### src/rtl/spq_pkg.sv
// ----------------------------------------------------------------------------
// spq_pkg
// Shared widths, command and status codes and entry type for the sorted
// priority queue.
// ----------------------------------------------------------------------------
package spq_pkg;

  localparam int DEPTH  = 64;
  localparam int IDX_W  = (DEPTH > 1) ? $clog2(DEPTH) : 1;
  localparam int CNT_W  = $clog2(DEPTH + 1);
  localparam int CMD_W  = 2;
  localparam int STAT_W = 2;
  localparam int VAL_W  = 8;
  localparam int PRI_W  = 8;

  // Input commands
  localparam logic [CMD_W-1:0] CMD_INSERT  = 2'd0;
  localparam logic [CMD_W-1:0] CMD_DEQUEUE = 2'd1;
  localparam logic [CMD_W-1:0] CMD_PEEK    = 2'd2;
  localparam logic [CMD_W-1:0] CMD_SHOW    = 2'd3;

  // Result status codes
  localparam logic [STAT_W-1:0] STAT_ENTRY = 2'd0;
  localparam logic [STAT_W-1:0] STAT_EMPTY = 2'd1;
  localparam logic [STAT_W-1:0] STAT_FULL  = 2'd2;

  typedef struct packed {
    logic [VAL_W-1:0] value;
    logic [PRI_W-1:0] prio;
  } entry_t;

  // Circular buffer index step with wrap at DEPTH
  function automatic logic [IDX_W-1:0] inc_idx(input logic [IDX_W-1:0] i);
    inc_idx = (i == IDX_W'(DEPTH - 1)) ? '0 : IDX_W'(i + IDX_W'(1));
  endfunction

  function automatic logic [IDX_W-1:0] dec_idx(input logic [IDX_W-1:0] i);
    dec_idx = (i == '0) ? IDX_W'(DEPTH - 1) : IDX_W'(i - IDX_W'(1));
  endfunction

endpackage

### src/rtl/spq_if.sv
// ----------------------------------------------------------------------------
// spq_if
// Valid/ready channel interfaces for the command input and the result output.
// ----------------------------------------------------------------------------
interface spq_in_if;
  import spq_pkg::*;

  logic             valid;
  logic             ready;
  logic [CMD_W-1:0] cmd;
  logic [VAL_W-1:0] item_value;
  logic [PRI_W-1:0] item_priority;

  modport source (output valid, cmd, item_value, item_priority, input ready);
  modport sink   (input valid, cmd, item_value, item_priority, output ready);
endinterface

interface spq_out_if;
  import spq_pkg::*;

  logic              valid;
  logic              ready;
  logic [STAT_W-1:0] status;
  logic [VAL_W-1:0]  out_value;
  logic [PRI_W-1:0]  out_priority;
  logic              last;

  modport source (output valid, status, out_value, out_priority, last, input ready);
  modport sink   (input valid, status, out_value, out_priority, last, output ready);
endinterface

### src/rtl/sorted_priority_queue_core.sv
// ----------------------------------------------------------------------------
// sorted_priority_queue_core
// Sorted priority queue of up to DEPTH value/priority pairs kept in a circular
// buffer memory, ordered by ascending priority number, ties in arrival order.
// ----------------------------------------------------------------------------
//
//  Channel   Dir  Handshake         Payload
//  --------  ---  ----------------  --------------------------------------------
//  in_ch     in   valid/ready       cmd, item_value, item_priority
//  out_ch    out  valid/ready       status, out_value, out_priority, last
//
//  Insert walks the buffer from the tail with the single compare unit, one
//  memory read and one write per cycle, shifting each entry with a larger
//  priority number one slot toward the tail. Peek and show of an empty queue
//  return no result.
//  Reset: rst_n is synchronous and active low; the queue comes up empty.
//  Stalls: a new command is taken only when idle and the result register is
//  free or draining; show holds its scan while out_ch is stalled.
// ----------------------------------------------------------------------------
module sorted_priority_queue_core (
  input logic       clk,
  input logic       rst_n,
  spq_in_if.sink    in_ch,
  spq_out_if.source out_ch
);
  import spq_pkg::*;

  localparam logic [1:0] ST_IDLE = 2'd0;  // take commands
  localparam logic [1:0] ST_INS  = 2'd1;  // compare and shift toward tail
  localparam logic [1:0] ST_PUT  = 2'd2;  // drop new pair into head slot
  localparam logic [1:0] ST_SHOW = 2'd3;  // stream entries from head

  // Entry storage: circular buffer, one write and one registered read a cycle
  entry_t mem [DEPTH];

  logic [1:0]        state_r, state_nxt;
  logic [IDX_W-1:0]  head_r, head_nxt;
  logic [IDX_W-1:0]  tail_r, tail_nxt;
  logic [CNT_W-1:0]  cnt_r, cnt_nxt;
  logic [IDX_W-1:0]  scan_r, scan_nxt;   // address of the entry held in q_r
  logic [CNT_W-1:0]  left_r, left_nxt;   // entries still to visit, current one included
  logic [VAL_W-1:0]  val_r, val_nxt;
  logic [PRI_W-1:0]  pri_r, pri_nxt;
  entry_t            q_r;

  logic              out_valid_r, out_valid_nxt;
  logic [STAT_W-1:0] out_status_r, out_status_nxt;
  logic [VAL_W-1:0]  out_value_r, out_value_nxt;
  logic [PRI_W-1:0]  out_prio_r, out_prio_nxt;
  logic              out_last_r, out_last_nxt;

  logic              rd_en;
  logic [IDX_W-1:0]  rd_addr;
  logic              we;
  logic [IDX_W-1:0]  wr_addr;
  entry_t            wr_data;
  entry_t            new_entry;
  logic              out_free;
  logic              in_ready;
  logic              in_xfer;

  assign out_free  = !out_valid_r || out_ch.ready;
  assign in_ready  = (state_r == ST_IDLE) && out_free;
  assign in_xfer   = in_ready && in_ch.valid;
  assign new_entry = '{value: val_r, prio: pri_r};

  always_comb begin
    state_nxt      = state_r;
    head_nxt       = head_r;
    tail_nxt       = tail_r;
    cnt_nxt        = cnt_r;
    scan_nxt       = scan_r;
    left_nxt       = left_r;
    val_nxt        = val_r;
    pri_nxt        = pri_r;
    out_valid_nxt  = out_valid_r;
    out_status_nxt = out_status_r;
    out_value_nxt  = out_value_r;
    out_prio_nxt   = out_prio_r;
    out_last_nxt   = out_last_r;
    rd_en          = 1'b0;
    rd_addr        = head_r;
    we             = 1'b0;
    wr_addr        = tail_r;
    wr_data        = q_r;

    // Drop the result once its transfer completes; a load below overrides
    if (out_ch.ready) begin
      out_valid_nxt = 1'b0;
    end

    case (state_r)
      ST_IDLE: begin
        if (in_xfer) begin
          val_nxt = in_ch.item_value;
          pri_nxt = in_ch.item_priority;
          case (in_ch.cmd)
            CMD_INSERT: begin
              if (cnt_r == CNT_W'(DEPTH)) begin
                // Full: drop the pair, report it
                out_valid_nxt  = 1'b1;
                out_status_nxt = STAT_FULL;
                out_value_nxt  = '0;
                out_prio_nxt   = '0;
                out_last_nxt   = 1'b1;
              end else if (cnt_r == '0) begin
                we       = 1'b1;
                wr_addr  = tail_r;
                wr_data  = '{value: in_ch.item_value, prio: in_ch.item_priority};
                tail_nxt = inc_idx(tail_r);
                cnt_nxt  = CNT_W'(cnt_r + CNT_W'(1));
              end else begin
                // Start the scan at the tail entry
                rd_en     = 1'b1;
                rd_addr   = dec_idx(tail_r);
                scan_nxt  = dec_idx(tail_r);
                left_nxt  = cnt_r;
                state_nxt = ST_INS;
              end
            end
            CMD_DEQUEUE: begin
              if (cnt_r == '0) begin
                out_valid_nxt  = 1'b1;
                out_status_nxt = STAT_EMPTY;
                out_value_nxt  = '0;
                out_prio_nxt   = '0;
                out_last_nxt   = 1'b1;
              end else begin
                head_nxt = inc_idx(head_r);
                cnt_nxt  = CNT_W'(cnt_r - CNT_W'(1));
              end
            end
            CMD_PEEK: begin
              if (cnt_r != '0) begin
                rd_en     = 1'b1;
                rd_addr   = head_r;
                scan_nxt  = head_r;
                left_nxt  = CNT_W'(1);
                state_nxt = ST_SHOW;
              end
            end
            default: begin
              if (cnt_r != '0) begin
                rd_en     = 1'b1;
                rd_addr   = head_r;
                scan_nxt  = head_r;
                left_nxt  = cnt_r;
                state_nxt = ST_SHOW;
              end
            end
          endcase
        end
      end

      ST_INS: begin
        we      = 1'b1;
        wr_addr = inc_idx(scan_r);
        if (q_r.prio > pri_r) begin
          // Shift this entry one slot toward the tail
          wr_data = q_r;
          if (left_r == CNT_W'(1)) begin
            state_nxt = ST_PUT;
          end else begin
            rd_en    = 1'b1;
            rd_addr  = dec_idx(scan_r);
            scan_nxt = dec_idx(scan_r);
            left_nxt = CNT_W'(left_r - CNT_W'(1));
          end
        end else begin
          // Equal or lower number stays ahead: new pair goes right behind it
          wr_data   = new_entry;
          tail_nxt  = inc_idx(tail_r);
          cnt_nxt   = CNT_W'(cnt_r + CNT_W'(1));
          state_nxt = ST_IDLE;
        end
      end

      ST_PUT: begin
        we        = 1'b1;
        wr_addr   = scan_r;
        wr_data   = new_entry;
        tail_nxt  = inc_idx(tail_r);
        cnt_nxt   = CNT_W'(cnt_r + CNT_W'(1));
        state_nxt = ST_IDLE;
      end

      ST_SHOW: begin
        // Hold the read data while the result register is stalled
        if (out_free) begin
          out_valid_nxt  = 1'b1;
          out_status_nxt = STAT_ENTRY;
          out_value_nxt  = q_r.value;
          out_prio_nxt   = q_r.prio;
          out_last_nxt   = (left_r == CNT_W'(1));
          if (left_r == CNT_W'(1)) begin
            state_nxt = ST_IDLE;
          end else begin
            rd_en    = 1'b1;
            rd_addr  = inc_idx(scan_r);
            scan_nxt = inc_idx(scan_r);
            left_nxt = CNT_W'(left_r - CNT_W'(1));
          end
        end
      end

      default: begin
        state_nxt = ST_IDLE;
      end
    endcase
  end

  // Entry memory
  always_ff @(posedge clk) begin
    if (we) begin
      mem[wr_addr] <= wr_data;
    end
    if (rd_en) begin
      q_r <= mem[rd_addr];
    end
  end

  // Payload registers
  always_ff @(posedge clk) begin
    scan_r       <= scan_nxt;
    left_r       <= left_nxt;
    val_r        <= val_nxt;
    pri_r        <= pri_nxt;
    out_status_r <= out_status_nxt;
    out_value_r  <= out_value_nxt;
    out_prio_r   <= out_prio_nxt;
    out_last_r   <= out_last_nxt;
  end

  // Control registers
  always_ff @(posedge clk) begin
    if (!rst_n) begin
      state_r     <= ST_IDLE;
      head_r      <= '0;
      tail_r      <= '0;
      cnt_r       <= '0;
      out_valid_r <= 1'b0;
    end else begin
      state_r     <= state_nxt;
      head_r      <= head_nxt;
      tail_r      <= tail_nxt;
      cnt_r       <= cnt_nxt;
      out_valid_r <= out_valid_nxt;
    end
  end

  assign in_ch.ready         = in_ready;
  assign out_ch.valid        = out_valid_r;
  assign out_ch.status       = out_status_r;
  assign out_ch.out_value    = out_value_r;
  assign out_ch.out_priority = out_prio_r;
  assign out_ch.last         = out_last_r;

  // Expected tail from head and fill count, for the consistency check
  logic [CNT_W:0]   chk_sum;
  logic [IDX_W-1:0] chk_tail;

  assign chk_sum  = (CNT_W + 1)'(head_r) + (CNT_W + 1)'(cnt_r);
  assign chk_tail = (chk_sum >= (CNT_W + 1)'(DEPTH)) ?
                    IDX_W'(chk_sum - (CNT_W + 1)'(DEPTH)) : IDX_W'(chk_sum);

  a_cnt_bound: assert property (@(posedge clk) disable iff (!rst_n)
    cnt_r <= CNT_W'(DEPTH))
    else $error("fill count exceeds depth");

  a_tail_track: assert property (@(posedge clk) disable iff (!rst_n)
    tail_r == chk_tail)
    else $error("tail pointer out of step with head and count");

  a_scan_left: assert property (@(posedge clk) disable iff (!rst_n)
    (state_r == ST_INS || state_r == ST_SHOW) |-> left_r != '0)
    else $error("scan running with no entries left");

  a_deq_count: assert property (@(posedge clk) disable iff (!rst_n)
    (in_xfer && in_ch.cmd == CMD_DEQUEUE && cnt_r != '0)
      |=> cnt_r == CNT_W'($past(cnt_r) - CNT_W'(1)))
    else $error("dequeue did not remove the head");

endmodule
### src/flat_wrapper.sv
// flat-port wrapper written by rule: the top's interface ports become plain ports
module sorted_priority_queue_core_flat import spq_pkg::*;
  (clk, rst_n, in_ch_valid, in_ch_cmd, in_ch_item_value, in_ch_item_priority, in_ch_ready, out_ch_valid, out_ch_status, out_ch_out_value, out_ch_out_priority, out_ch_last, out_ch_ready);
  spq_in_if in_ch_i ();
  spq_out_if out_ch_i ();
  input logic clk;
  input logic rst_n;
  input wire logic [$bits(in_ch_i.valid)-1:0] in_ch_valid;
  input wire logic [$bits(in_ch_i.cmd)-1:0] in_ch_cmd;
  input wire logic [$bits(in_ch_i.item_value)-1:0] in_ch_item_value;
  input wire logic [$bits(in_ch_i.item_priority)-1:0] in_ch_item_priority;
  output wire logic [$bits(in_ch_i.ready)-1:0] in_ch_ready;
  output wire logic [$bits(out_ch_i.valid)-1:0] out_ch_valid;
  output wire logic [$bits(out_ch_i.status)-1:0] out_ch_status;
  output wire logic [$bits(out_ch_i.out_value)-1:0] out_ch_out_value;
  output wire logic [$bits(out_ch_i.out_priority)-1:0] out_ch_out_priority;
  output wire logic [$bits(out_ch_i.last)-1:0] out_ch_last;
  input wire logic [$bits(out_ch_i.ready)-1:0] out_ch_ready;
  assign in_ch_i.valid = in_ch_valid;
  assign in_ch_i.cmd = in_ch_cmd;
  assign in_ch_i.item_value = in_ch_item_value;
  assign in_ch_i.item_priority = in_ch_item_priority;
  assign in_ch_ready = in_ch_i.ready;
  assign out_ch_valid = out_ch_i.valid;
  assign out_ch_status = out_ch_i.status;
  assign out_ch_out_value = out_ch_i.out_value;
  assign out_ch_out_priority = out_ch_i.out_priority;
  assign out_ch_last = out_ch_i.last;
  assign out_ch_i.ready = out_ch_ready;
  sorted_priority_queue_core u_core (.clk(clk), .rst_n(rst_n), .in_ch(in_ch_i), .out_ch(out_ch_i));
endmodule
### config.mk
export PLATFORM = sky130hd
export DESIGN_NAME = sorted_priority_queue_core_flat
export DESIGN_NICKNAME = d
export VERILOG_FILES = /design/src/rtl/spq_pkg.sv /design/src/rtl/spq_if.sv /design/src/rtl/sorted_priority_queue_core.sv /design/src/flat_wrapper.sv
export SDC_FILE = /design/constraint.sdc
export NUM_CORES = 1
export LEC_CHECK = 0
export BUFFER_PORTS_ARGS = -buffer_cell sky130_fd_sc_hd__buf_2
export CORE_MARGIN = 4
export CORE_UTILIZATION = 53
export CTS_CLUSTER_SIZE = 20
export DETAILED_ROUTE_END_ITERATION = 8
export PLACE_DENSITY = 0.76
export SETUP_SLACK_MARGIN = 0.05
export SLEW_MARGIN = 25
export SYNTH_ARGS = -nofsm -noshare
export SYNTH_HDL_FRONTEND = slang
export SYNTH_SLANG_ARGS = --single-unit
### constraint.sdc
create_clock -name clk -period 17.71 [get_ports clk]
set_input_delay 5.313 -clock clk [delete_from_list [all_inputs] [get_ports clk]]
set_output_delay 5.313 -clock clk [all_outputs]
set_load 0.005 [all_outputs]
Yosys cells after proc, flatten, opt, wreduce, memory -nomap -nowiden --
Memory sizes are Yosys's and may differ from the RTL's. A register that Yosys moved wholly into a read port is not among the register bits. Cells that the tools add are included. Widths: inputs -> output; s select.
Cells by class: bitwise operators 1, equality and inequality tests 31, mux-type cells 107, order comparisons 1, $add $sub $neg 8, reductions and logical operators 22
Operators with widths (count):
- $mux 6 | 26
- $mux 7 | 13
- $mux 16 | 5
- $pmux 7 s3 | 3
- $pmux 6 s3 | 3
- $pmux 16 s3 | 1
- $pmux 8 s2 | 3
- $mux 8 | 5
- $ne 3x3->1 const B | 10
- $mux 2 | 12
- $pmux 6 s2 | 2
- $mux 1 | 22
- $add 6x1->6 const B | 3
- $eq 6x6->1 const B | 3
- $ne 2x2->1 const B | 7
- $pmux 7 s2 | 1
- $sub 7x1->7 const B | 2
- $logic_not 6->1 | 2
- $pmux 1 s2 | 6
- $pmux 2 s2 | 3
- $reduce_and 6->1 | 2
- $sub 6x1->6 const B | 2
- $reduce_and 10->1 | 1
- $reduce_and 9->1 | 1
- other kinds (23) | 32
Storage, ports and cells: bits in writable memories 1024, bits in registers 70, bits of input ports 22, memories kept 1
Memory list:
- u_core.mem | depth 64, width 16, rd ports 1, clocked after Yosys merged registers in 1, wr ports 1, line sorted_priority_queue_core.sv:34 | entry_t mem [DEPTH];

Longest topological paths before layout --
Gate-level depths: netlist of the first run.
word-level depth 8, mapped depth 17, depth with buffers taken out 13

Worst setup path after synthesis of the first run --
Ideal clock, no wire load.
kind input to output, start in out_ch_ready, end out in_ch_ready, stages 2, arrival time 5.666 ns, data required time 12.397 ns, path slack 6.731 ns, path buffers 0, cell sequence nor2b_1 > nor2_1
On the way: longest elaborated chain between the ends 2
RTL lines:
- start: declaration | line flat_wrapper.sv:18 | input wire logic [$bits(out_ch_i.ready)-1:0] out_ch_ready;
- $logic_or 1x1->1 | line sorted_priority_queue_core.sv:62 | assign out_free = !out_valid_r || out_ch.ready;
- $logic_and 1x1->1 | line sorted_priority_queue_core.sv:63 | assign in_ready = (state_r == ST_IDLE) && out_free;
- end: declaration | line flat_wrapper.sv:12 | output wire logic [$bits(in_ch_i.ready)-1:0] in_ch_ready;
No other way between the ends.

Worst setup path in the final report of the first run --
Same ends and word-level chain as after synthesis.

==> metrics.cfg, run 1 <==
[route]
via_count=26900
remaining_drc_errors=0
drt_iter0_markers=3264
routedWlPerCell_um=26.66
firstDrtPassIters=7
drt_wl_total_um=114200
via_per_inst=6.281
ant_nets=0

[clock_network]
ctsResizeCount=0
numCtsBuffers=106
clockRootBuffer=clkbuf_16
clock-sinks=1110
path_clk_slew_ns=0.06
holdBufCountCts=0
h-tree-depth=3
cts_tree=yes
clk_latency_ns=0.68
cts_setup_buffers=0
clk_path_buf_depth=3

[critical_path]
required_ns=12.40
cp_slowest_stage_delay_ns=0.43
crit_top_cell=buf_2
crit_fanout=6
crit_path_start_kind=input port
crit-reg2reg-launch=u_core.q_r[7]
slowest_stage=nor2b_1
crit_buf_inv=2
reg2reg_to=u_core.q_r[14]
arrival_ns=6.07
path_cells=buf_2, nor2b_1, nor2_1, buf_2
rr_worst_depth=13
path_class=input port to primary output
rrSetupSlack_ns=10.99
cp_top_family=simple AND/OR/NAND/NOR gates
cp-end-kind=primary output

[worst_hold_path]
hold_depth=2
worstHoldEndpoint=u_core.head_r[5]
hold_path.class=flop to flop
min_from=u_core.head_r[5]

[sta]
rsz0062_at_grt=false
report.final.slew_viol_count=0
fin_skew_ns=0.03701
layout_setup_ws_ns=6.331
min_period_ns=11.38
setup_tns_ns=0
tightest_slew_ns=1.257
setup_viol=0
hold_slack_ns=0.5758
hold_viol=0
max_freq_mhz=87.88
period_share_pct=64.25
relSlewSlack_pct=16.22

[floorplan]
initial_core_util_pct=53.78
placementRows=107
die-area_sq_mm=0.09172
die_w_um=302.9
coreArea_sq_mm=0.08568
io_pins=43
die_h_um=302.9

[finish]
nets=3097
drive_above_1_share_pct=14.81
area_growth_pct=11.29
fill_cells=6142

[grt]
grt_pass1_vias=26340
track_usage_pct=24.59
grt_max_degree=178
gr-total-overflow=0
antenna_found_initial=6
grt_pass1_wl_um=167200

[power]
power.total_mw=9.889
cellLeakagePower_nw=18.63
pwr_density_cell_mw_per_mm2=192.8
ir_drop_mv=0.1889

[yosys]
synthFlopType=edfxtp_1
synthTopCellsByArea=edfxtp_1 71%, mux2i_1 7.7%, nand2_1 2.8%, mux2_2 2.8%, o211ai_1 1.6%
synth-seq-cells=1110
seq_area_frac_synth_pct=71.86
synth_top_cell_by_area=edfxtp_1
yosys.area.top_type_share_pct=70.90
netlist_area_sq_mm=0.04608
synth_edf_count=1088
ys_types=79
async_flop_share_pct=0
synth_cells=2977
synthesis.nets=3023
syn_area_per_cell_sq_um=15.48
ys_warn_count=0

[place]
io_buffers=42
place_congestion=0.8720
hpwl_um=67610
preCtsSetupSlack_ns=6.356

[flow_run]
drv_cap=0

[status]
status=complete, no violations

routing by layer:
metal  share of wire [%]  global-route usage, %  vias up  wire length (um)
met5               0.035                 0.3175        -                40
met2                  46                  38.75     1418             52780
met1                  39                  33.77    13560             44880
li1                    -                      -    11680                 -
met3                  10                  5.317      235             11750
met4                 4.1                  9.712        2              4715
flip-flops by register name, summed over array words and instances, names as in the netlist:
| register | cells |
|---|---|
| u_core.mem | 1024 |
| u_core.q_r | 16 |
| u_core.out_ch.out_priority | 8 |
| u_core.out_ch.out_value | 8 |
| u_core.pri_r | 8 |
| u_core.val_r | 8 |
| u_core.cnt_r | 7 |
| u_core.left_r | 7 |
| u_core.head_r | 6 |
| u_core.scan_r | 6 |
| u_core.tail_r | 6 |
| u_core.out_ch.status | 2 |
| u_core.state_r | 2 |
| u_core.out_ch.last | 1 |
| u_core.out_ch.valid | 1 |
cell usage after synthesis, types with 12 or more instances:
cell type  count
buf_6         12
a32oi_1       35
nor3_1        12
nor2_1       146
mux2i_1      353
o21ai_0       42
buf_2         78
mux2_1        16
a21oi_1       34
inv_1         28
mux2_2       114
or3_1         24
xnor2_1       19
clkbuf_1      60
a22oi_1       55
and2_1        29
o211ai_1     100
nand3_1       74
nand4_1       85
a211o_1       34
nand2_1      346
dfxtp_1       22
edfxtp_1    1088
ha_1          24
buf_4         16
cells by family (layout without fill, tap and decap cells):
kind of cell             Yosys count  count (layout)  share of synthesized area (%)
flip-flops                      1110            1110                          71.86
AND/OR/NAND/NOR                  768             768                          7.981
multiplexers                     485             485                          10.93
AO/OA/AOI/OAI                    361             361                          5.871
buffers and inverters            203             360                          2.216
XOR/XNOR                          26              26                         0.4942
adder cells (fa/ha/maj)           24              24                         0.6517
other                              0               4                              0
cell usage in the layout, fill, tap and decap left out, types with 5 or more instances in the layout:
master	n
bufinv_16	10
ha_1	23
mux2_1	16
a22oi_1	55
nand2_1	346
a21o_1	6
inv_1	28
a31oi_1	5
nor2_2	12
clkinv_2	15
o21ai_4	15
buf_4	88
nor2_1	133
a211o_1	32
xnor2_1	19
xor2_1	7
clkbuf_1	28
a32oi_1	35
nor4b_4	7
nor2b_1	8
nor3_1	10
o211ai_1	100
o21ai_0	27
a21oi_1	34
or3_1	24
and2_1	29
nand4_1	85
mux2_2	114
buf_2	42
a211oi_1	5
buf_6	5
clkinv_1	23
nand2b_1	8
edfxtp_1	1088
a2111oi_2	5
dfxtp_1	22
mux2i_1	353
clkbuf_16	107
nand3_1	74
worst max-delay path by stage:
stage,start,endpoint,cells past startpoint
2_1_floorplan,out_ch_ready,in_ch_ready,2
3_3_place_gp,out_ch_ready,in_ch_ready,4
3_5_place_dp,out_ch_ready,in_ch_ready,4
4_1_cts,out_ch_ready,in_ch_ready,4
5_1_grt,out_ch_ready,in_ch_ready,4
6_report,out_ch_ready,in_ch_ready,4
worst register-to-register path: stages, from the launching register on:
cell and delay (ns):
edfxtp_1 0.58, ha_1 0.39, o21ai_0 0.12, o211a_1 0.30, or3_1 0.53, o41ai_1 0.43
a211o_4 0.24, buf_12 0.51, buf_4 1.27, buf_4 0.83, mux4_2 0.64, a21oi_1 0.15
o2111ai_1 0.12, or3_1 0.38
cell type report:
cell class	instances	area [sq um]	share of cell area, %
Multi-Input combinational cell	1664	12240	23.87
Sequential cell	1110	33110	64.57
Clock buffer	135	2783	5.427
Clock inverter	56	589.3	1.149
Inverter	30	112.6	0.2196
Tap cell	1144	1431	2.791
Antenna cell	4	10.01	0.01952
Timing Repair Buffer	139	1002	1.954
power by group:
group	total (mW)	internal [mW]	switching, mW
combinational	3.76	1.03	2.73
clock	2.21	1.26	0.952
sequential	3.92	3.83	0.0936
metrics by stage:
| stage | cell area [sq um] | utilization, % | std cells |
|---|---|---|---|
| floorplan | 46080 | - | 2977 |
| global placement | 47790 | 55.78 | 4080 |
| detailed placement | 47870 | 55.86 | 4086 |
| CTS | 51240 | 59.80 | 4277 |
| global route | 51270 | 59.84 | 4279 |
| finish | 51280 | 59.85 | 4282 |
Note: power is estimated with default switching activity, not from simulation.
==> inputs of run 2 (changes only) <==
--- a/config.mk
+++ b/config.mk
@@ -10,7 +10,7 @@
 export CORE_UTILIZATION = 53
 export CTS_CLUSTER_SIZE = 20
 export DETAILED_ROUTE_END_ITERATION = 8
-export PLACE_DENSITY = 0.76
+export PLACE_DENSITY = 0.78
 export SETUP_SLACK_MARGIN = 0.05
 export SLEW_MARGIN = 25
 export SYNTH_ARGS = -nofsm -noshare
==> constraint.sdc (replaced) <==
create_clock -name clk -period 9.7 [get_ports clk]
set_input_delay 2.91 -clock clk [delete_from_list [all_inputs] [get_ports clk]]
set_output_delay 2.91 -clock clk [all_outputs]
set_load 0.005 [all_outputs]
==> metrics.cfg, run 2 (synthesized netlist as in run 1, its figures left out) <==
[critical_path]
crit_path_start=out_ch_ready  ; unchanged
crit_fanout=56  ; was 6
crit_top_cell=nand4_1  ; was buf_2
rr_worst_depth=14  ; was 13
crit_buf_inv=3  ; was 2
crit-reg2reg-launch=u_core.state_r[1]  ; was u_core.q_r[7]
critical_path_depth=13  ; was 4
rrSetupSlack_ns=3.51  ; was 10.99 ns
cp_top_family=simple AND/OR/NAND/NOR gates  ; unchanged
crit_path_start_kind=input port  ; unchanged
cp_slowest_stage_delay_ns=0.94  ; was 0.43 ns
path_class=input port to flop  ; was input port to primary output
path_cells=buf_2, nand2b_1, nand2_1, inv_1, a31oi_1, a21oi_1, o22ai_4, buf_4, and2_1, a32oi_1, nand4_1, nand4_1, or3_1  ; was buf_2, nor2b_1, nor2_1, buf_2
arrival_ns=8.00  ; was 6.07 ns
cp-end-kind=flop  ; was primary output
required_ns=10.11  ; was 12.40 ns
slowest_stage=and2_1  ; was nor2b_1
reg2reg_to=u_core.q_r[8]  ; was u_core.q_r[14]
crit_end=u_core.q_r[8]  ; was in_ch_ready

[finish]
instances_no_fill=4291  ; was 4282
nets=3102  ; was 3097
drive_above_1_share_pct=14.76  ; was 14.81%
final_common_cell=edfxtp_1  ; unchanged
layout_common_cells=1088 x edfxtp_1, 353 x mux2i_1, 346 x nand2_1  ; unchanged
top_register=u_core.mem  ; unchanged
stdcell_area_sq_mm=0.05129  ; was 0.05128 sq mm
reg_top3=u_core.mem x1024, u_core.q_r x16  ; unchanged
largest_reg_flops=1024  ; unchanged
area_growth_pct=11.30  ; was 11.29%

[clock_network]
holdBufCountCts=0  ; unchanged
numCtsBuffers=105  ; was 106
clk_latency_ns=0.69  ; was 0.68 ns
path_clk_slew_ns=0.06  ; about the same
clk_path_buf_depth=3  ; unchanged
cts_tree=yes  ; unchanged
ctsResizeCount=0  ; unchanged
clockRootBuffer=clkbuf_16  ; unchanged
clock-sinks=1110  ; unchanged
h-tree-depth=3  ; unchanged
cts_setup_buffers=0  ; unchanged

[sta]
rsz0062_at_grt=false  ; unchanged
setup_tns_ns=0  ; unchanged
period_share_pct=78.24
tightest_slew_ns=1.058  ; was 1.257 ns
min_period_ns=7.589
hold_viol=0  ; unchanged
report.final.slew_viol_count=0  ; unchanged
fin_skew_ns=0.02916  ; was 0.03701 ns
setup_viol=0  ; unchanged
hold_slack_ns=0.5563  ; was 0.5758 ns
relSlewSlack_pct=29.39  ; was 16.22%
max_freq_mhz=131.8

[floorplan]
placementRows=107  ; unchanged
initial_core_util_pct=53.78  ; unchanged
die-area_sq_mm=0.09172  ; unchanged
die_h_um=302.9  ; unchanged
die_w_um=302.9  ; unchanged
coreArea_sq_mm=0.08568  ; unchanged
io_pins=43  ; unchanged

[place]
placement.cell_area_sq_mm=0.04790  ; was 0.04787 sq mm
placedCellCount=4091  ; was 4086
io_buffers=42  ; unchanged
hpwl_um=69220  ; was 67610 um
place_congestion=0.8879  ; was 0.8720

[grt]
gr-total-overflow=0  ; unchanged
antenna_found_initial=4  ; was 6
track_usage_pct=25.26  ; was 24.59%
grt_pass1_vias=26810  ; was 26340
grt_pass1_wl_um=172200  ; was 167200 um
grt_max_degree=192  ; was 178

[power]
pwr_density_cell_mw_per_mm2=352.7  ; was 192.8 mW/mm^2
ir_drop_mv=0.3515  ; was 0.1889 mV
cellLeakagePower_nw=18.67  ; was 18.63 nW

[route]
routedWlPerCell_um=27.27  ; was 26.66 um
ant_nets=0  ; unchanged
firstDrtPassIters=5  ; was 7
drt_iter0_markers=4114  ; was 3264
drt_wl_total_um=117000  ; was 114200 um
via_count=27470  ; was 26900
remaining_drc_errors=0  ; unchanged
via_per_inst=6.403  ; was 6.281

[status]
status=complete, no violations  ; unchanged

[flow_run]
drv_cap=0  ; unchanged

[worst_hold_path]
hold_path.class=flop to flop  ; unchanged

[run 2: report_power, final]
part           internal (mW)  switching, mW  total, mW
clock                   2.24           1.74       3.99
sequential              6.99          0.164       7.15
combinational           1.87           5.08       6.95
[run 2: area by class of cell]
type,instances,area (sq um)
inverters,30,112.6
well taps,1144,1431
flip-flops and latches,1110,33110
diodes,3,7.507
fillers,6049,34400
clock buffers,141,2835
multi-input cells,1664,12220
clock inverters,54,491.7
repair buffers,145,1076
[run 2: layer usage]
layer	GRT usage, %	up-vias	wire length (um)
li1	-	11680	-
met1	35.22	13680	44910
met2	39.27	1814	53760
met3	6.326	307	13990
met4	8.540	0	4367
met5	0	-	0
[run 2: worst min-delay path by stage]
stage	startpoint	to	slack (ns)	depth (start not counted)
floorplan	u_core.cnt_r[5]	u_core.cnt_r[5]	0.49	2
detailed placement	u_core.cnt_r[5]	u_core.cnt_r[5]	0.55	2
global placement	u_core.cnt_r[5]	u_core.cnt_r[5]	0.53	2
CTS	u_core.cnt_r[5]	u_core.cnt_r[5]	0.55	2
global route	u_core.cnt_r[5]	u_core.cnt_r[5]	0.58	2
finish	u_core.cnt_r[5]	u_core.cnt_r[5]	0.56	2
[run 2: per-stage QoR]
step	util, %	worst slack, ns	power [mW]
global placement	55.84	1.526	13.72
global route	59.85	1.938	18.67
finish	59.86	2.111	18.09
detailed placement	55.90	1.358	14.00
CTS	59.79	2.098	17.94
floorplan	-	2.042	11.57
[run 2: worst min-delay path, cell delays in order (launching register included)]
cell and delay, ns:
dfxtp_1 0.36, o21ai_0 0.09, a21oi_1 0.06
